[config.mk]
export PLATFORM = sky130hd
export DESIGN_NAME = jerk_limited_velocity_planner_2d_core
export DESIGN_NICKNAME = d
export VERILOG_FILES = /design/src/rtl/core/jlvp_pkg.sv /design/src/rtl/core/jlvp_dp.sv /design/src/rtl/core/jlvp_ctrl.sv /design/src/rtl/core/jerk_limited_velocity_planner_2d_core.sv
export SDC_FILE = /design/constraint.sdc
export NUM_CORES = 2
export LEC_CHECK = 0
export BUFFER_PORTS_ARGS = -buffer_cell sky130_fd_sc_hd__buf_2
export CORE_ASPECT_RATIO = 0.8
export CORE_MARGIN = 3
export CORE_UTILIZATION = 40
export DETAILED_ROUTE_END_ITERATION = 10
export GPL_TIMING_DRIVEN = 1
export RECOVER_POWER = 50
export SLEW_MARGIN = 5
export SYNTH_ARGS = -nofsm -noshare
export SYNTH_HDL_FRONTEND = slang
export SYNTH_SLANG_ARGS = --single-unit
[constraint.sdc]
create_clock -name clk -period 9.2 [get_ports clk]
set_input_delay 1.84 -clock clk [delete_from_list [all_inputs] [get_ports clk]]
set_output_delay 1.84 -clock clk [all_outputs]
set_load 0.01 [all_outputs]
[src/rtl/core/jlvp_pkg.sv]
// jlvp_pkg: shared types, codes and the step program of the velocity planner
// used by jlvp_ctrl, jlvp_dp and the top level; depends on nothing else
package jlvp_pkg;

  localparam int PC_W = 6;
  localparam logic [PC_W-1:0] LAST_PC = 6'd52;
  localparam int CFG_IDX_W = 2;
  localparam int CFG_W = 31;

  localparam logic [CFG_W-1:0] SPEED_LIMIT_RST = 31'd6553600;
  localparam logic [CFG_W-1:0] ACCEL_LIMIT_RST = 31'd13107200;
  localparam logic [CFG_W-1:0] JERK_LIMIT_RST  = 31'd131072000;
  localparam logic [CFG_W-1:0] STEP_TIME_RST   = 31'd328;

  typedef enum logic [CFG_IDX_W-1:0] {
    CFG_SPEED_LIMIT,
    CFG_ACCEL_LIMIT,
    CFG_JERK_LIMIT,
    CFG_STEP_TIME
  } cfg_idx_t;

  typedef enum logic [4:0] {
    R_OX, R_OY, R_DIST, R_T1, R_T2, R_SAFE, R_TGT, R_IVX, R_IVY, R_RX, R_RY,
    R_DJX, R_DJY, R_SC, R_AX, R_AY, R_VX, R_VY, R_VMAX, R_AMAX, R_JMAX, R_DT
  } reg_sel_t;

  typedef enum logic [4:0] {
    UO_PSET, UO_PADD, UO_PDBL, UO_PSHL, UO_SQRT, UO_SQRTH, UO_MUL, UO_DIV,
    UO_SUB, UO_SUBZ, UO_ADD, UO_HALF, UO_MIN, UO_SNAP, UO_ZERO, UO_MOV,
    UO_CLR, UO_OUT
  } uop_t;

  typedef enum logic [2:0] {
    C_ALL, C_SAFE_HI, C_SAFE_LO, C_NEAR_HI, C_NEAR_LO, C_DJ_HI, C_DJ_LO, C_AM_HI
  } cond_t;

  typedef struct packed {
    cond_t    cond;
    uop_t     op;
    reg_sel_t a;
    reg_sel_t b;
    reg_sel_t d;
  } uinstr_t;

  typedef struct packed {
    logic     load;
    logic     go;
    uop_t     op;
    reg_sel_t a;
    reg_sel_t b;
    reg_sel_t d;
  } cmd_t;

  typedef struct packed {
    logic done;
    logic safe_hi;
    logic dist_hi;
    logic dj_hi;
    logic am_hi;
  } stat_t;

  function automatic uinstr_t ui(input cond_t c, input uop_t o, input reg_sel_t a,
                                 input reg_sel_t b, input reg_sel_t d);
    uinstr_t r;
    r.cond = c;
    r.op   = o;
    r.a    = a;
    r.b    = b;
    r.d    = d;
    return r;
  endfunction

  // one line of the plan step program; skipped lines are the untaken side of a branch
  function automatic uinstr_t ucode(input logic [PC_W-1:0] pc);
    uinstr_t r;
    case (pc)
      6'd0:  r = ui(C_ALL,     UO_PSET,  R_OX,   R_OX,   R_T1);
      6'd1:  r = ui(C_ALL,     UO_PADD,  R_OY,   R_OY,   R_T1);
      6'd2:  r = ui(C_ALL,     UO_SQRT,  R_T1,   R_T1,   R_DIST);
      6'd3:  r = ui(C_ALL,     UO_PSET,  R_VX,   R_VX,   R_T1);
      6'd4:  r = ui(C_ALL,     UO_PADD,  R_VY,   R_VY,   R_T1);
      6'd5:  r = ui(C_ALL,     UO_SQRT,  R_T1,   R_T1,   R_T1);
      6'd6:  r = ui(C_ALL,     UO_DIV,   R_AMAX, R_JMAX, R_T2);
      6'd7:  r = ui(C_ALL,     UO_MUL,   R_T1,   R_T2,   R_T1);
      6'd8:  r = ui(C_ALL,     UO_HALF,  R_T1,   R_T1,   R_T1);
      6'd9:  r = ui(C_ALL,     UO_SUBZ,  R_DIST, R_T1,   R_SAFE);
      6'd10: r = ui(C_SAFE_HI, UO_PDBL,  R_AMAX, R_SAFE, R_T1);
      6'd11: r = ui(C_SAFE_HI, UO_SQRT,  R_T1,   R_T1,   R_TGT);
      6'd12: r = ui(C_SAFE_LO, UO_PSHL,  R_AMAX, R_AMAX, R_T1);
      6'd13: r = ui(C_SAFE_LO, UO_SQRTH, R_T1,   R_T1,   R_T1);
      6'd14: r = ui(C_SAFE_LO, UO_MUL,   R_T1,   R_SAFE, R_TGT);
      6'd15: r = ui(C_ALL,     UO_MIN,   R_TGT,  R_VMAX, R_TGT);
      6'd16: r = ui(C_ALL,     UO_SNAP,  R_TGT,  R_TGT,  R_TGT);
      6'd17: r = ui(C_NEAR_LO, UO_ZERO,  R_T1,   R_T1,   R_IVX);
      6'd18: r = ui(C_NEAR_LO, UO_ZERO,  R_T1,   R_T1,   R_IVY);
      6'd19: r = ui(C_NEAR_HI, UO_DIV,   R_OX,   R_DIST, R_T1);
      6'd20: r = ui(C_NEAR_HI, UO_MUL,   R_TGT,  R_T1,   R_IVX);
      6'd21: r = ui(C_NEAR_HI, UO_DIV,   R_OY,   R_DIST, R_T1);
      6'd22: r = ui(C_NEAR_HI, UO_MUL,   R_TGT,  R_T1,   R_IVY);
      6'd23: r = ui(C_ALL,     UO_SUB,   R_IVX,  R_VX,   R_T1);
      6'd24: r = ui(C_ALL,     UO_DIV,   R_T1,   R_DT,   R_RX);
      6'd25: r = ui(C_ALL,     UO_SUB,   R_IVY,  R_VY,   R_T1);
      6'd26: r = ui(C_ALL,     UO_DIV,   R_T1,   R_DT,   R_RY);
      6'd27: r = ui(C_ALL,     UO_SUB,   R_RX,   R_AX,   R_DJX);
      6'd28: r = ui(C_ALL,     UO_SUB,   R_RY,   R_AY,   R_DJY);
      6'd29: r = ui(C_ALL,     UO_PSET,  R_DJX,  R_DJX,  R_T1);
      6'd30: r = ui(C_ALL,     UO_PADD,  R_DJY,  R_DJY,  R_T1);
      6'd31: r = ui(C_ALL,     UO_SQRT,  R_T1,   R_T1,   R_T1);
      6'd32: r = ui(C_ALL,     UO_MUL,   R_JMAX, R_DT,   R_T2);
      6'd33: r = ui(C_DJ_HI,   UO_DIV,   R_T2,   R_T1,   R_SC);
      6'd34: r = ui(C_DJ_HI,   UO_MUL,   R_DJX,  R_SC,   R_DJX);
      6'd35: r = ui(C_DJ_HI,   UO_ADD,   R_AX,   R_DJX,  R_AX);
      6'd36: r = ui(C_DJ_HI,   UO_MUL,   R_DJY,  R_SC,   R_DJY);
      6'd37: r = ui(C_DJ_HI,   UO_ADD,   R_AY,   R_DJY,  R_AY);
      6'd38: r = ui(C_DJ_LO,   UO_MOV,   R_RX,   R_RX,   R_AX);
      6'd39: r = ui(C_DJ_LO,   UO_MOV,   R_RY,   R_RY,   R_AY);
      6'd40: r = ui(C_ALL,     UO_PSET,  R_AX,   R_AX,   R_T1);
      6'd41: r = ui(C_ALL,     UO_PADD,  R_AY,   R_AY,   R_T1);
      6'd42: r = ui(C_ALL,     UO_SQRT,  R_T1,   R_T1,   R_T1);
      6'd43: r = ui(C_AM_HI,   UO_DIV,   R_AMAX, R_T1,   R_SC);
      6'd44: r = ui(C_AM_HI,   UO_MUL,   R_AX,   R_SC,   R_AX);
      6'd45: r = ui(C_AM_HI,   UO_MUL,   R_AY,   R_SC,   R_AY);
      6'd46: r = ui(C_ALL,     UO_MUL,   R_AX,   R_DT,   R_T1);
      6'd47: r = ui(C_ALL,     UO_ADD,   R_VX,   R_T1,   R_VX);
      6'd48: r = ui(C_ALL,     UO_MUL,   R_AY,   R_DT,   R_T1);
      6'd49: r = ui(C_ALL,     UO_ADD,   R_VY,   R_T1,   R_VY);
      6'd50: r = ui(C_ALL,     UO_PSET,  R_VX,   R_VX,   R_T1);
      6'd51: r = ui(C_ALL,     UO_PADD,  R_VY,   R_VY,   R_T1);
      6'd52: r = ui(C_ALL,     UO_SQRT,  R_T1,   R_T1,   R_T1);
      default: r = ui(C_ALL,   UO_MOV,   R_T1,   R_T1,   R_T1);
    endcase
    return r;
  endfunction

endpackage

[src/rtl/core/jlvp_dp.sv]
// jlvp_dp: planner datapath with working registers, config registers and
// shared bit-serial multiply, divide and square-root units; uses jlvp_pkg
module jlvp_dp #(
  parameter int FRAC_BITS = 16,
  parameter int WORD_BITS = 32
) (
  input  logic                                  clk,
  input  logic                                  rst,
  input  logic                                  cfg_we,
  input  logic [jlvp_pkg::CFG_IDX_W-1:0]        cfg_index,
  input  logic [jlvp_pkg::CFG_W-1:0]            cfg_data,
  input  logic signed [31:0]                    in_x,
  input  logic signed [31:0]                    in_y,
  input  jlvp_pkg::cmd_t                        cmd,
  output jlvp_pkg::stat_t                       stat,
  output logic signed [31:0]                    out_vx,
  output logic signed [31:0]                    out_vy,
  output logic [30:0]                           out_speed
);

  localparam int W  = WORD_BITS;
  localparam int F  = FRAC_BITS;
  localparam int QW = 2 * W;
  localparam int AW = 2 * W + 2;
  localparam int RW = W + 1;
  localparam int DW = W + F;
  localparam int CW = $clog2(DW + 1);

  localparam logic signed [W-1:0] WMAX = {1'b0, {(W-1){1'b1}}};
  localparam logic signed [W-1:0] WMIN = {1'b1, {(W-1){1'b0}}};
  localparam logic signed [63:0] WMAX64 = (64'sd1 <<< (W - 1)) - 64'sd1;
  localparam logic signed [63:0] WMIN64 = -WMAX64 - 64'sd1;
  localparam logic [63:0] TENTH64 = ((64'd1 << F) + 64'd5) / 64'd10;
  localparam logic [63:0] HALF64  = 64'd1 << (F - 1);
  localparam logic [63:0] TWO64   = 64'd1 << (F + 1);
  localparam logic signed [W-1:0] TENTH = TENTH64[W-1:0];
  localparam logic signed [W-1:0] HALF  = HALF64[W-1:0];
  localparam logic signed [W-1:0] TWO   = TWO64[W-1:0];
  localparam logic [QW-1:0] QLIM = QW'(1) << (W - 1);

  function automatic logic signed [W-1:0] sat64(input logic signed [63:0] v);
    if (v > WMAX64) begin
      return WMAX;
    end else if (v < WMIN64) begin
      return WMIN;
    end
    return v[W-1:0];
  endfunction

  function automatic logic signed [W-1:0] satw1(input logic signed [W:0] v);
    if (v[W] != v[W-1]) begin
      return v[W] ? WMIN : WMAX;
    end
    return v[W-1:0];
  endfunction

  // magnitude plus sign back to a saturated word
  function automatic logic signed [W-1:0] wsigned(input logic [QW-1:0] m, input logic neg);
    logic [QW-1:0] lim;
    lim = neg ? QLIM : QLIM - QW'(1);
    if (m > lim) begin
      return neg ? WMIN : WMAX;
    end
    return neg ? -m[W-1:0] : m[W-1:0];
  endfunction

  function automatic logic signed [31:0] sat32(input logic signed [W-1:0] v);
    logic signed [63:0] e;
    e = 64'(v);
    if (e > 64'sd2147483647) begin
      return 32'sh7fffffff;
    end else if (e < -64'sd2147483648) begin
      return 32'sh80000000;
    end
    return e[31:0];
  endfunction

  logic signed [W-1:0] ox, oy, distance, t1, t2, safe, tgt, ivx, ivy, rx, ry;
  logic signed [W-1:0] djx, djy, sc, ax, ay, vx, vy;
  logic [jlvp_pkg::CFG_W-1:0] cfg_speed, cfg_accel, cfg_jerk, cfg_dt;
  logic signed [W-1:0] vmax, amax, jmax, dt;

  logic [AW-1:0]     acc;
  logic [QW-1:0]     prod, mcand;
  logic [W-1:0]      mplier;
  logic [W:0]        rem;
  logic [W-1:0]      dvs;
  logic [DW-1:0]     dq;
  logic [AW-1:0]     sacc;
  logic [RW-1:0]     root;
  logic [RW+1:0]     srem;
  logic              run, done, neg_q, sa_q, dz_q;
  logic [CW-1:0]     cnt;
  jlvp_pkg::uop_t     op_q;
  jlvp_pkg::reg_sel_t d_q;

  assign vmax = sat64(64'(cfg_speed));
  assign amax = sat64(64'(cfg_accel));
  assign jmax = sat64(64'(cfg_jerk));
  assign dt   = sat64(64'(cfg_dt));

  function automatic logic signed [W-1:0] rd(input jlvp_pkg::reg_sel_t r);
    logic signed [W-1:0] v;
    unique case (r)
      jlvp_pkg::R_OX:   v = ox;
      jlvp_pkg::R_OY:   v = oy;
      jlvp_pkg::R_DIST: v = distance;
      jlvp_pkg::R_T1:   v = t1;
      jlvp_pkg::R_T2:   v = t2;
      jlvp_pkg::R_SAFE: v = safe;
      jlvp_pkg::R_TGT:  v = tgt;
      jlvp_pkg::R_IVX:  v = ivx;
      jlvp_pkg::R_IVY:  v = ivy;
      jlvp_pkg::R_RX:   v = rx;
      jlvp_pkg::R_RY:   v = ry;
      jlvp_pkg::R_DJX:  v = djx;
      jlvp_pkg::R_DJY:  v = djy;
      jlvp_pkg::R_SC:   v = sc;
      jlvp_pkg::R_AX:   v = ax;
      jlvp_pkg::R_AY:   v = ay;
      jlvp_pkg::R_VX:   v = vx;
      jlvp_pkg::R_VY:   v = vy;
      jlvp_pkg::R_VMAX: v = vmax;
      jlvp_pkg::R_AMAX: v = amax;
      jlvp_pkg::R_JMAX: v = jmax;
      jlvp_pkg::R_DT:   v = dt;
      default:          v = '0;
    endcase
    return v;
  endfunction

  logic signed [W-1:0] opa, opb, alu_res, diff_s, unit_res, wb_val;
  logic [W-1:0]        ma, mb;
  logic                single, fin, wb_en;
  jlvp_pkg::reg_sel_t  wb_dst;
  logic [QW-1:0]       mul_sh;
  logic [W:0]          rem_sh;
  logic [RW+3:0]       srem_sh, trial;

  always_comb begin
    opa = rd(cmd.a);
    opb = rd(cmd.b);
  end

  assign ma = opa[W-1] ? W'(-opa) : W'(opa);
  assign mb = opb[W-1] ? W'(-opb) : W'(opb);
  assign diff_s = satw1({opa[W-1], opa} - {opb[W-1], opb});
  assign single = cmd.op inside {jlvp_pkg::UO_SUB, jlvp_pkg::UO_SUBZ, jlvp_pkg::UO_ADD,
                                 jlvp_pkg::UO_HALF, jlvp_pkg::UO_MIN, jlvp_pkg::UO_SNAP,
                                 jlvp_pkg::UO_ZERO, jlvp_pkg::UO_MOV};

  always_comb begin
    case (cmd.op)
      jlvp_pkg::UO_SUB:  alu_res = diff_s;
      jlvp_pkg::UO_SUBZ: alu_res = diff_s[W-1] ? '0 : diff_s;
      jlvp_pkg::UO_ADD:  alu_res = satw1({opa[W-1], opa} + {opb[W-1], opb});
      jlvp_pkg::UO_HALF: alu_res = {1'b0, opa[W-1:1]};
      jlvp_pkg::UO_MIN:  alu_res = (opa > opb) ? opb : opa;
      jlvp_pkg::UO_SNAP: alu_res = (opa < TENTH && distance < HALF) ? '0 : opa;
      jlvp_pkg::UO_ZERO: alu_res = '0;
      default:           alu_res = opa;
    endcase
  end

  assign fin = run && (cnt == '0);
  assign mul_sh = prod >> F;
  assign rem_sh = {rem[W-1:0], dq[DW-1]};
  assign srem_sh = {srem, sacc[AW-1:AW-2]};
  assign trial = {2'b00, root, 2'b01};

  always_comb begin
    case (op_q)
      jlvp_pkg::UO_MUL:   unit_res = wsigned(mul_sh, neg_q);
      jlvp_pkg::UO_DIV:   unit_res = dz_q ? (sa_q ? WMIN : WMAX) : wsigned(QW'(dq), neg_q);
      jlvp_pkg::UO_SQRTH: unit_res = wsigned(QW'(root >> 1), 1'b0);
      default:            unit_res = wsigned(QW'(root), 1'b0);
    endcase
  end

  always_comb begin
    wb_en  = 1'b0;
    wb_dst = cmd.d;
    wb_val = alu_res;
    if (cmd.go && single) begin
      wb_en = 1'b1;
    end else if (fin && (op_q inside {jlvp_pkg::UO_MUL, jlvp_pkg::UO_DIV,
                                      jlvp_pkg::UO_SQRT, jlvp_pkg::UO_SQRTH})) begin
      wb_en  = 1'b1;
      wb_dst = d_q;
      wb_val = unit_res;
    end
  end

  // unit sequencing
  always_ff @(posedge clk) begin
    if (rst) begin
      run  <= 1'b0;
      done <= 1'b0;
      cnt  <= '0;
    end else begin
      done <= fin || (cmd.go && (single || cmd.op == jlvp_pkg::UO_PSHL ||
                                 cmd.op == jlvp_pkg::UO_CLR || cmd.op == jlvp_pkg::UO_OUT));
      if (fin) begin
        run <= 1'b0;
      end else if (run) begin
        cnt <= cnt - CW'(1);
      end else if (cmd.go) begin
        case (cmd.op)
          jlvp_pkg::UO_PSET, jlvp_pkg::UO_PADD, jlvp_pkg::UO_PDBL, jlvp_pkg::UO_MUL: begin
            run <= 1'b1;
            cnt <= CW'(W);
          end
          jlvp_pkg::UO_DIV: begin
            run <= 1'b1;
            cnt <= CW'(DW);
          end
          jlvp_pkg::UO_SQRT, jlvp_pkg::UO_SQRTH: begin
            run <= 1'b1;
            cnt <= CW'(RW);
          end
          default: run <= 1'b0;
        endcase
      end
    end
  end

  // unit data registers
  always_ff @(posedge clk) begin
    if (cmd.go && !run) begin
      op_q   <= cmd.op;
      d_q    <= cmd.d;
      neg_q  <= opa[W-1] ^ opb[W-1];
      sa_q   <= opa[W-1];
      dz_q   <= (opb == '0);
      mcand  <= QW'(ma);
      mplier <= mb;
      prod   <= '0;
      dq     <= {ma, {F{1'b0}}};
      dvs    <= mb;
      rem    <= '0;
      sacc   <= acc;
      root   <= '0;
      srem   <= '0;
    end else if (run && !fin) begin
      if (mplier[0]) begin
        prod <= prod + mcand;
      end
      mcand  <= mcand << 1;
      mplier <= mplier >> 1;
      if (rem_sh >= {1'b0, dvs}) begin
        rem <= rem_sh - {1'b0, dvs};
        dq  <= {dq[DW-2:0], 1'b1};
      end else begin
        rem <= rem_sh;
        dq  <= {dq[DW-2:0], 1'b0};
      end
      sacc <= sacc << 2;
      if (srem_sh >= trial) begin
        srem <= (RW+2)'(srem_sh - trial);
        root <= {root[RW-2:0], 1'b1};
      end else begin
        srem <= srem_sh[RW+1:0];
        root <= {root[RW-2:0], 1'b0};
      end
    end
  end

  // sum-of-squares accumulator
  always_ff @(posedge clk) begin
    if (cmd.go && cmd.op == jlvp_pkg::UO_PSHL) begin
      acc <= AW'(ma) << (F + 2);
    end else if (fin) begin
      case (op_q)
        jlvp_pkg::UO_PSET: acc <= AW'(prod);
        jlvp_pkg::UO_PADD: acc <= acc + AW'(prod);
        jlvp_pkg::UO_PDBL: acc <= AW'({prod, 1'b0});
        default:           acc <= acc;
      endcase
    end
  end

  always_ff @(posedge clk) begin
    if (rst) begin
      cfg_speed <= jlvp_pkg::SPEED_LIMIT_RST;
      cfg_accel <= jlvp_pkg::ACCEL_LIMIT_RST;
      cfg_jerk  <= jlvp_pkg::JERK_LIMIT_RST;
      cfg_dt    <= jlvp_pkg::STEP_TIME_RST;
    end else if (cfg_we) begin
      unique case (jlvp_pkg::cfg_idx_t'(cfg_index))
        jlvp_pkg::CFG_SPEED_LIMIT: cfg_speed <= cfg_data;
        jlvp_pkg::CFG_ACCEL_LIMIT: cfg_accel <= cfg_data;
        jlvp_pkg::CFG_JERK_LIMIT:  cfg_jerk  <= cfg_data;
        jlvp_pkg::CFG_STEP_TIME:   cfg_dt    <= cfg_data;
        default: ;
      endcase
    end
  end

  // working registers; velocity and acceleration are state and reset to zero
  always_ff @(posedge clk) begin
    if (rst) begin
      vx <= '0;
      vy <= '0;
      ax <= '0;
      ay <= '0;
    end else begin
      if (cmd.load) begin
        ox <= sat64(64'(in_x));
        oy <= sat64(64'(in_y));
      end
      if (cmd.go && cmd.op == jlvp_pkg::UO_CLR) begin
        vx        <= '0;
        vy        <= '0;
        ax        <= '0;
        ay        <= '0;
        out_vx    <= '0;
        out_vy    <= '0;
        out_speed <= '0;
      end
      if (cmd.go && cmd.op == jlvp_pkg::UO_OUT) begin
        out_vx    <= sat32(vx);
        out_vy    <= sat32(vy);
        out_speed <= (64'(t1) > 64'sd2147483647) ? 31'h7fffffff : 31'(t1);
      end
      if (wb_en) begin
        case (wb_dst)
          jlvp_pkg::R_OX:   ox       <= wb_val;
          jlvp_pkg::R_OY:   oy       <= wb_val;
          jlvp_pkg::R_DIST: distance <= wb_val;
          jlvp_pkg::R_T1:   t1       <= wb_val;
          jlvp_pkg::R_T2:   t2       <= wb_val;
          jlvp_pkg::R_SAFE: safe     <= wb_val;
          jlvp_pkg::R_TGT:  tgt      <= wb_val;
          jlvp_pkg::R_IVX:  ivx      <= wb_val;
          jlvp_pkg::R_IVY:  ivy      <= wb_val;
          jlvp_pkg::R_RX:   rx       <= wb_val;
          jlvp_pkg::R_RY:   ry       <= wb_val;
          jlvp_pkg::R_DJX:  djx      <= wb_val;
          jlvp_pkg::R_DJY:  djy      <= wb_val;
          jlvp_pkg::R_SC:   sc       <= wb_val;
          jlvp_pkg::R_AX:   ax       <= wb_val;
          jlvp_pkg::R_AY:   ay       <= wb_val;
          jlvp_pkg::R_VX:   vx       <= wb_val;
          jlvp_pkg::R_VY:   vy       <= wb_val;
          default: ;
        endcase
      end
    end
  end

  assign stat.done    = done;
  assign stat.safe_hi = safe > TWO;
  assign stat.dist_hi = distance > TENTH;
  assign stat.dj_hi   = t1 > t2;
  assign stat.am_hi   = t1 > amax;

endmodule

[src/rtl/core/jlvp_ctrl.sv]
// jlvp_ctrl: step sequencer walking the planner program and the stream handshake
// uses jlvp_pkg for the program, command and status types
module jlvp_ctrl (
  input  logic            clk,
  input  logic            rst,
  input  logic            s_tvalid,
  output logic            s_tready,
  input  logic            s_op,
  output logic            m_tvalid,
  input  logic            m_tready,
  output jlvp_pkg::cmd_t  cmd,
  input  jlvp_pkg::stat_t stat
);

  typedef enum logic [1:0] {S_IDLE, S_ISSUE, S_WAIT, S_OUT} state_t;

  state_t                     state;
  logic [jlvp_pkg::PC_W-1:0]  pc;
  logic                       clear_q;
  logic                       cond_ok;
  logic                       can_out;
  jlvp_pkg::uinstr_t          ui;

  assign ui = jlvp_pkg::ucode(pc);
  assign s_tready = (state == S_IDLE);
  assign can_out = !m_tvalid || m_tready;

  always_comb begin
    unique case (ui.cond)
      jlvp_pkg::C_ALL:     cond_ok = 1'b1;
      jlvp_pkg::C_SAFE_HI: cond_ok = stat.safe_hi;
      jlvp_pkg::C_SAFE_LO: cond_ok = !stat.safe_hi;
      jlvp_pkg::C_NEAR_HI: cond_ok = stat.dist_hi;
      jlvp_pkg::C_NEAR_LO: cond_ok = !stat.dist_hi;
      jlvp_pkg::C_DJ_HI:   cond_ok = stat.dj_hi;
      jlvp_pkg::C_DJ_LO:   cond_ok = !stat.dj_hi;
      jlvp_pkg::C_AM_HI:   cond_ok = stat.am_hi;
      default:             cond_ok = 1'b0;
    endcase
  end

  always_comb begin
    cmd.load = (state == S_IDLE) && s_tvalid;
    cmd.go   = 1'b0;
    cmd.op   = ui.op;
    cmd.a    = ui.a;
    cmd.b    = ui.b;
    cmd.d    = ui.d;
    if (state == S_ISSUE) begin
      cmd.go = cond_ok;
    end else if (state == S_OUT) begin
      cmd.go = can_out;
      cmd.op = clear_q ? jlvp_pkg::UO_CLR : jlvp_pkg::UO_OUT;
    end
  end

  always_ff @(posedge clk) begin
    if (rst) begin
      state    <= S_IDLE;
      pc       <= '0;
      clear_q  <= 1'b0;
      m_tvalid <= 1'b0;
    end else begin
      // a new result replaces the one taken in the same cycle
      if (state == S_OUT && can_out) begin
        m_tvalid <= 1'b1;
      end else if (m_tvalid && m_tready) begin
        m_tvalid <= 1'b0;
      end
      unique case (state)
        S_IDLE: begin
          if (s_tvalid) begin
            clear_q <= s_op;
            pc      <= '0;
            state   <= s_op ? S_OUT : S_ISSUE;
          end
        end
        S_ISSUE: begin
          if (cond_ok) begin
            state <= S_WAIT;
          end else if (pc == jlvp_pkg::LAST_PC) begin
            state <= S_OUT;
          end else begin
            pc <= pc + 1'b1;
          end
        end
        S_WAIT: begin
          if (stat.done) begin
            if (pc == jlvp_pkg::LAST_PC) begin
              state <= S_OUT;
            end else begin
              pc    <= pc + 1'b1;
              state <= S_ISSUE;
            end
          end
        end
        S_OUT: begin
          if (can_out) begin
            state <= S_IDLE;
          end
        end
        default: state <= S_IDLE;
      endcase
    end
  end

endmodule

[src/rtl/core/jerk_limited_velocity_planner_2d_core.sv]
// jerk_limited_velocity_planner_2d_core: top level of the 2d jerk-limited planner
// instantiates jlvp_ctrl and jlvp_dp; uses jlvp_pkg
//
// usage: each input word carries the offset to the target (tdata) and an
// operation flag (tuser: 0 plan a step, 1 clear velocity and acceleration).
// every input word yields exactly one output word with vel_x, vel_y and speed.
// one word is in flight at a time; s_tready is high only while idle.
// a plan step runs a 53-line program on one shared bit-serial multiplier,
// divider and square root; a line on a serial unit waits for that unit, an
// ALU line writes its result at issue and a skipped line only advances the
// program. the next word is taken only after the result is written, so no
// new word enters while a step runs. a clear skips the program and goes
// straight to the result write.
// the result sits in an output register; the next word is accepted while it
// waits, and the new result is only written once the old one is taken, so a
// stalled receiver stalls the block at its last step.
// the config channel is always ready; write it only while the block is idle.
// synchronous reset clears velocity and acceleration and restores the
// register defaults; no clearing pass is needed.
module jerk_limited_velocity_planner_2d_core #(
  parameter int FRAC_BITS = 16,
  parameter int WORD_BITS = 32
) (
  input  logic                               clk,
  input  logic                               rst,
  input  logic                               s_tvalid,
  output logic                               s_tready,
  input  logic [63:0]                        s_tdata,   // offset_x, offset_y
  input  logic                               s_tuser,   // op
  output logic                               m_tvalid,
  input  logic                               m_tready,
  output logic [95:0]                        m_tdata,   // vel_x, vel_y, speed, pad
  input  logic                               cfg_valid,
  output logic                               cfg_ready,
  input  logic [jlvp_pkg::CFG_IDX_W-1:0]     cfg_index,
  input  logic [jlvp_pkg::CFG_W-1:0]         cfg_data
);

  jlvp_pkg::cmd_t   cmd;
  jlvp_pkg::stat_t  stat;
  logic signed [31:0] vel_x, vel_y;
  logic [30:0]        speed;

  assign cfg_ready = 1'b1;
  assign m_tdata = {1'b0, speed, vel_y, vel_x};

  jlvp_ctrl u_ctrl (
    .clk      (clk),
    .rst      (rst),
    .s_tvalid (s_tvalid),
    .s_tready (s_tready),
    .s_op     (s_tuser),
    .m_tvalid (m_tvalid),
    .m_tready (m_tready),
    .cmd      (cmd),
    .stat     (stat)
  );

  jlvp_dp #(
    .FRAC_BITS (FRAC_BITS),
    .WORD_BITS (WORD_BITS)
  ) u_dp (
    .clk       (clk),
    .rst       (rst),
    .cfg_we    (cfg_valid && cfg_ready),
    .cfg_index (cfg_index),
    .cfg_data  (cfg_data),
    .in_x      (s_tdata[31:0]),
    .in_y      (s_tdata[63:32]),
    .cmd       (cmd),
    .stat      (stat),
    .out_vx    (vel_x),
    .out_vy    (vel_y),
    .out_speed (speed)
  );

`ifndef NO_ASSERTIONS
  // an accepted word leaves idle, so the input side closes right after acceptance
  a_busy_after_accept: assert property (@(posedge clk) disable iff (rst)
    s_tvalid && s_tready |=> !s_tready)
    else $error("input still ready after accepting a word");

  // result write-out always raises the output valid
  a_out_raises_valid: assert property (@(posedge clk) disable iff (rst)
    cmd.go && (cmd.op == jlvp_pkg::UO_OUT || cmd.op == jlvp_pkg::UO_CLR) |=> m_tvalid)
    else $error("result written without output valid");

  // no program line is issued while a new word is being loaded
  a_no_go_on_load: assert property (@(posedge clk) disable iff (rst)
    cmd.load |-> !cmd.go)
    else $error("command issued during input load");
`endif

endmodule

==> Word level (Yosys, flattened, before mapping) <==
Memories as Yosys holds them, arrays and structs flattened. A register that Yosys moved wholly into a read port is not among the register bits.
Index checks and enable logic that the tools add are counted.
{ "word_totals": {"register_bits": 1298, "romBits": 1408, "output_inout_bits": 99, "word_cells": 406, "n_memories": 1} }
{ "mem_list": {"columns": ["name", "words", "word_bits", "read_ports", "rd_clocked_by_memory_dff", "write_ports", "line_no", "rtl"], "rows": [
  ["(name not given)", 64, 22, 1, 1, 0, "jlvp_pkg.sv:76", "case (pc)"]
]} }
{ "op_classes": {"n_addsub": 12, "order_cmp": 22, "n_eq_ne": 103, "n_mux": 141, "bitwise_logic": 3, "reduce_logical": 74} }
{ "op_table": {"columns": ["operator", "n"], "rows": [
  ["2-to-1 mux 32 bit", 64],
  ["case mux 32 bit (22 select lines)", 2],
  ["case mux 32 bit (7 select lines)", 1],
  ["case mux 66 bit (3 select lines)", 1],
  ["== test 5 x 4 -> 1 bit, second input constant", 32],
  ["greater-than comparator 32 bit, second input constant", 5],
  ["2-to-1 mux 66 bit", 2],
  ["< comparator 32 bit, second input constant", 4],
  ["negation 32 bit", 4],
  ["2-to-1 mux 31 bit", 4],
  ["== test 5 x 3 -> 1 bit, second input constant", 20],
  ["2-to-1 mux 50 bit", 2],
  ["greater-than comparator 32 bit", 3],
  ["2-to-1 mux 48 bit", 2],
  ["case mux 32 bit (3 select lines)", 1],
  ["== test 5 bit, second input constant", 16],
  ["adder 66 x 64 -> 66 bit", 1],
  ["adder 64 bit", 1],
  ["greater-than comparator 48 x 64 -> 1 bit", 1],
  ["2-to-1 mux 6 bit", 9],
  ["greater-than comparator 48 x 32 -> 1 bit", 1],
  ["== test 5 x 2 -> 1 bit, second input constant", 9],
  ["AND reduction 3 bit", 13],
  ["2-to-1 mux 1 bit", 38],
  ["other kinds (51)", 119]
]} }

==> Depth between registers and ports, before layout <==
{ "logic_depth": {"ltp_word": 12, "mapped_depth": 30} }

==> Hierarchy <==
A second synthesis with hierarchy kept.
{ "hier_totals": {"cells_unflattened": 9140, "hier_area_um2": 81494.4} }
{ "modules_own_cells": {"columns": ["mod", "n_inst", "cells_each", "area_per_inst_um2", "seq_area_each_um2"], "rows": [
  ["jlvp_dp", 1, 8754, 78691.7, 33612.2],
  ["jlvp_ctrl", 1, 382, 2780.2, 640.6],
  ["jerk_limited_velocity_planner_2d_core", 1, 4, 22.5, 0.0]
]} }

==> Worst setup path after synthesis <==
OpenSTA, ideal clock, no wires.
{ "synth_path": {"path_type": "register -> register", "startpoint": "reg u_dp.t1[31]", "endpoint": "reg u_dp.out_speed[0] (enable)", "setup_ns": 0.550, "t_arrival_ns": 6.638, "required_time_ns": 8.650, "path_slack_ns": 2.013, "stages_incl_launch_ff": 13, "path_buffers": 0, "path_cell_list": "edfxtp_1 -> ha_1 -> nand4_1 -> nor4_1 -> nand2_1 -> a31oi_1 -> mux2i_1 -> a311oi_1 -> a21boi_0 -> o21ai_0 -> o22ai_1 -> nand3_1 -> nor2_1"} }
{ "synth_between": {"elab_chain_len": 7} }
{ "synth_lines": {"columns": ["element", "line_no", "rtl"], "rows": [
  ["start: declaration", "jlvp_dp.sv:78", "logic signed [W-1:0] ox, oy, distance, t1, t2, safe, tgt, ivx, ivy, rx, ry;"],
  ["start signal: assignment", "jlvp_dp.sv:330", "jlvp_pkg::R_T1: t1 <= wb_val;"],
  ["greater-than comparator 32 bit", "jlvp_dp.sv:354", "assign stat.dj_hi = t1 > t2;"],
  ["zero test 1 bit", "jlvp_ctrl.sv:36", "jlvp_pkg::C_DJ_LO: cond_ok = !stat.dj_hi;"],
  ["case mux 1 bit (8 select lines) (*)", "jlvp_ctrl.sv:29", "unique case (ui.cond)"],
  ["2-to-1 mux 1 bit (*)", "jlvp_ctrl.sv:49", "if (state == S_ISSUE) begin"],
  ["logical AND 1 bit, on equally long branches", "jlvp_dp.sv:320, jlvp_dp.sv:311", null],
  ["nonzero test 2 bit (no source line) (*)", null, null],
  ["AND reduction 2 bit (no source line) (*)", null, null],
  ["end signal: assignment", "jlvp_dp.sv:323", "out_speed <= (64'(t1) > 64'sd2147483647) ? 31'h7fffffff : 31'(t1);"],
  ["end: declaration", "jlvp_dp.sv:18", "output logic [30:0] out_speed"]
]} }
Mark *: on every way between the ends. The rest lies on a longest branch, timed or not.
A chain may end at the register's enable or synchronous reset.

==> Worst setup path in the final report <==
{ "layout_path": {"startpoint": "reg u_ctrl.ui[6] (netlist name)", "endpoint": "reg u_dp.safe[12] (data pin)"} }
{ "layout_between": {"elab_chain_len": 10} }
{ "layout_lines": {"columns": ["element", "line_no", "rtl"], "rows": [
  ["== test 5 bit (tied with other cells)", "jlvp_dp.sv:104", "unique case (r)"],
  ["case mux 32 bit (22 select lines) (*)", "jlvp_dp.sv:104", null],
  ["adder 32 x 32 -> 33 bit / subtractor 32 x 32 -> 33 bit (equally long branches)", "jlvp_dp.sv:156, jlvp_dp.sv:147", null],
  ["inequality test 1 bit / 2-to-1 mux 32 bit (equally long branches)", "jlvp_dp.sv:51, jlvp_dp.sv:52", null],
  ["2-to-1 mux 1 bit / 2-to-1 mux 32 bit (equally long branches)", "jlvp_dp.sv:51", "if (v[W] != v[W-1]) begin"],
  ["2-to-1 mux 1 bit / 2-to-1 mux 32 bit (equally long branches)", "jlvp_dp.sv:153, jlvp_dp.sv:54", null],
  ["2-to-1 mux 32 bit / 2-to-1 mux 31 bit (equally long branches)", "jlvp_dp.sv:54, jlvp_dp.sv:155", null],
  ["case mux 32 bit (7 select lines) (*)", "jlvp_dp.sv:153", "case (cmd.op)"],
  ["2-to-1 mux 32 bit", "jlvp_dp.sv:186", "end else if (fin && (op_q inside {jlvp_pkg::UO_MUL, jlvp_pkg::UO_DIV,"],
  ["2-to-1 mux 32 bit (*)", "jlvp_dp.sv:184", "if (cmd.go && single) begin"],
  ["named net u_dp.wb_val[12]", "jlvp_dp.sv:132", "logic signed [W-1:0] opa, opb, alu_res, diff_s, unit_res, wb_val;"],
  ["end signal: assignment", "jlvp_dp.sv:332", "jlvp_pkg::R_SAFE: safe <= wb_val;"],
  ["end: declaration", "jlvp_dp.sv:78", null]
]} }
The timed path passes the listed nets; every way through them passes the cells marked *. The select of a mux whose other input is x is not followed.

==> impl_results.md <==
- H-tree levels: 4
- Seq/Total Area, Yosys: 42.0%
- Critical path class: reg2reg
- CTS tree: built
- Area Overhead vs Synth: 12.7%
- Max Fclk: 110 MHz
- Synthesized Nets: 9742
- CP Data Required Time: 9.73 ns
- Vias per cell: 6.81
- Worst R2R Path Depth: 23
- Synth top area cells: edfxtp_1 29%, dfxtp_1 13%, ha_1 6.2%
- Die height: 410 um
- Period utilization: 98.8%
- Drt first pass iters: 9
- DRT Wirelength: 454000 um
- # hold bufs at CTS: 0
- RD Place Congestion: 1.04
- I/O Pins: 202
- # resized after CTS: 0
- Final Power: 0.0321 W
- Post-Layout Cell Count: 12.2k
- RSZ-0062 raised after global routing: no
- Failing checks: capacitance limit, slew limit
- Worst slack at placement: 0.834 ns
- Root Buffer Master: clkbuf_16
- Avg Cell Area, Syn: 8.84 sq um
- Post-route minimum period: 9.09 ns
- Post-Synthesis Cells: 9231
- Clock slew at reported path FFs: 0.07 ns
- Synthesis Warnings: 0
- Final setup fails: 0
- Arr. time, crit path: 9.61 ns
- Slew Limit Headroom: -145%
- Top_reg_cell synth: edfxtp_1
- Final Hold Viols: 0
- Final setup margin: 0.113 ns
- Netlist cell types: 106
- Post-route ant nets: 0
- Largest net degree at the start of global routing: 161
- Hold path depth: 0
- Setup Buffers After CTS: 0
- Routed via count: 82.8k
- Pwr Density: 349 nW/um^2
- DRC violations left: 0
- Drt wl/cell: 37.3 um
- HP Class: reg2reg
- Outcome: finished, violations left
- Die Wd: 511 um
- Post-synth EDFFs: 782
- R2r setup slk: 0.11 ns
- Starting density of the core: 40.4%
- Core Area: 202000 sq um
- Port bufs: 199
- Worst-Skew Late Latency: 0.84 ns
- Maxcap violations: 20
- HPWL after DPL: 339000 um
- Asr flop ratio synth: 0%
- CP Launch Type: register
- Number of global-route vias before repair: 74.6k
- Initial antenna violation count: 44
- Proportion of netlist area held by the largest area contributor: 28.8%
- Standard-cell rows: 147
- First-pass GRT wire length: 618000 um
- Area of the mapped netlist: 81600 sq um
- Worst-margin pin slew: 3.68 ns
- Max rail drop VDD: 746 uV
- CP max FO: 12
- Share of layout cells above drive strength 1: 9.87%
- Final TNS setup: 0 ns
- Number of synthesized register bits: 1320
- Total CTS buffers: 145
- GRT Util Overall: 41.6%
- Largest area contributor in the netlist: edfxtp_1
- DIE AREA: 209000 sq um
- Fin. max-slew vios: 823
- Layout Skew: 0.0538 ns
- Sink Count: 1320
- Leakage: 35.4 nW
- DR iter-0 viols: 14.4k
- CP Capture Type: register
- GRT overflow: 0
- Min Hold Slack: 0.469 ns
- Clock tree buffer depth: 3
- Net count, final: 9849
- # placed instances: 11.9k
==> flip-flops by register name, indices dropped and copies added (netlist names), 33 cells and up <==
name,count
u_dp.acc,66
u_dp.sacc,66
u_dp.mcand,64
u_dp.prod,64
u_dp.dq,48
u_dp.srem,35
u_dp.root,33
==> cell usage after synthesis, types with 250 or more instances <==
master	number
a21o_1	250
a21oi_1	665
a22oi_1	524
clkbuf_1	517
dfxtp_1	538
edfxtp_1	782
ha_1	403
inv_1	323
nand2_1	1256
nand3_1	377
nor2_1	520
o21ai_0	597
==> critical path: stages, from the launching register on <==
cell       delay, ns
dfxtp_1         0.48
and3b_1         0.47
and2_0          1.24
clkbuf_1        0.54
a22oi_1         0.14
nand4_1         0.14
nor2_1          0.05
nand4_1         0.43
inv_1           0.19
ha_1            0.37
nand2b_1        0.11
a21oi_1         0.09
o21ba_2         0.25
o211ai_1        0.37
a21boi_0        0.18
buf_4           0.18
o2111ai_1       0.57
a21oi_1         0.27
or2_2           0.41
o211ai_1        1.06
a21oi_1         0.08
o41a_1          0.47
o21ba_2         0.39
inv_1           0.23
==> path summary, 6_finish.rpt <==
check / from / to
worst max register to register: u_ctrl.ui[6]$_DFF_P_ / u_dp.safe[12]$_DFFE_PP_
worst min-delay path: u_ctrl.ui[4]$_SDFF_PN0_ / u_dp.d_q[4]$_DFFE_PP_
worst min register to register: u_ctrl.ui[4]$_SDFF_PN0_ / u_dp.d_q[4]$_DFFE_PP_
worst max-delay path: u_ctrl.ui[6]$_DFF_P_ / u_dp.safe[12]$_DFFE_PP_
==> power breakdown <==
part	switching, W	total [W]	internal, W	leakage [nW]
Sequential	0.000774	0.00857	0.00780	11.5
Combinational	0.0115	0.0170	0.00555	21.4
Clock	0.00273	0.00652	0.00379	2.50
==> cells in the final DEF, fill, tap and decap left out, types with 64 or more instances in the layout <==
cell          n
xnor2_1     191
a221oi_1     75
or3_1        85
nand2_1    1250
buf_2       102
and3_1      104
xor2_1       72
a211oi_1     70
a21oi_1     662
ha_1        403
o21a_1       72
clkbuf_1    143
mux2_2       71
nand4_1     183
and2_1      133
a21o_1      249
a22oi_1     524
nor2b_1      64
a22o_1       90
buf_4       347
dfxtp_1     538
inv_1       321
edfxtp_1    782
clkbuf_16   155
nor2_1      499
a31oi_1      79
nand3_1     377
o21ai_0     592
nor3_1      141
==> area by class of cell <==
class                      count  area (sq um)
antenna                       17          42.5
clock buffer                 195          4140
clock inverter                73          1050
fill                       19500        110000
inverter                     330          1240
multi-input combinational   6955         44000
sequential                  1320         34300
tap                         2682          3360
timing repair buffer         586          3880
==> stage by stage <==
step                util, %  instance area [sq um]
finish                 45.6                  91900
global route           45.5                  91900
CTS                    45.7                  92200
detailed placement     43.1                  87000
global placement       43.1                  87000
floorplan                 -                  81600
==> cell families after synthesis <==
| logic type | share of synthesized area, % |
|---|---|
| AO/OA/AOI/OAI | 24.3 |
| AND/OR/NAND/NOR | 18.4 |
| flip-flops | 42.0 |
| buffers and inverters | 4.56 |
| XOR/XNOR | 2.88 |
| multiplexers | 1.51 |
| other | 0.00921 |
| adder cells (fa/ha/maj) | 6.33 |
==> per-layer routing <==
layer	GRT usage, %	up-vias	share of wire [%]
met4	15.0	8	4.3
met3	13.9	925	14
met5	0	-	0.011
met2	53.9	6142	37
li1	-	34700	-
met1	62.8	41100	44
No activity file was read; power rests on OpenSTA's default activity.
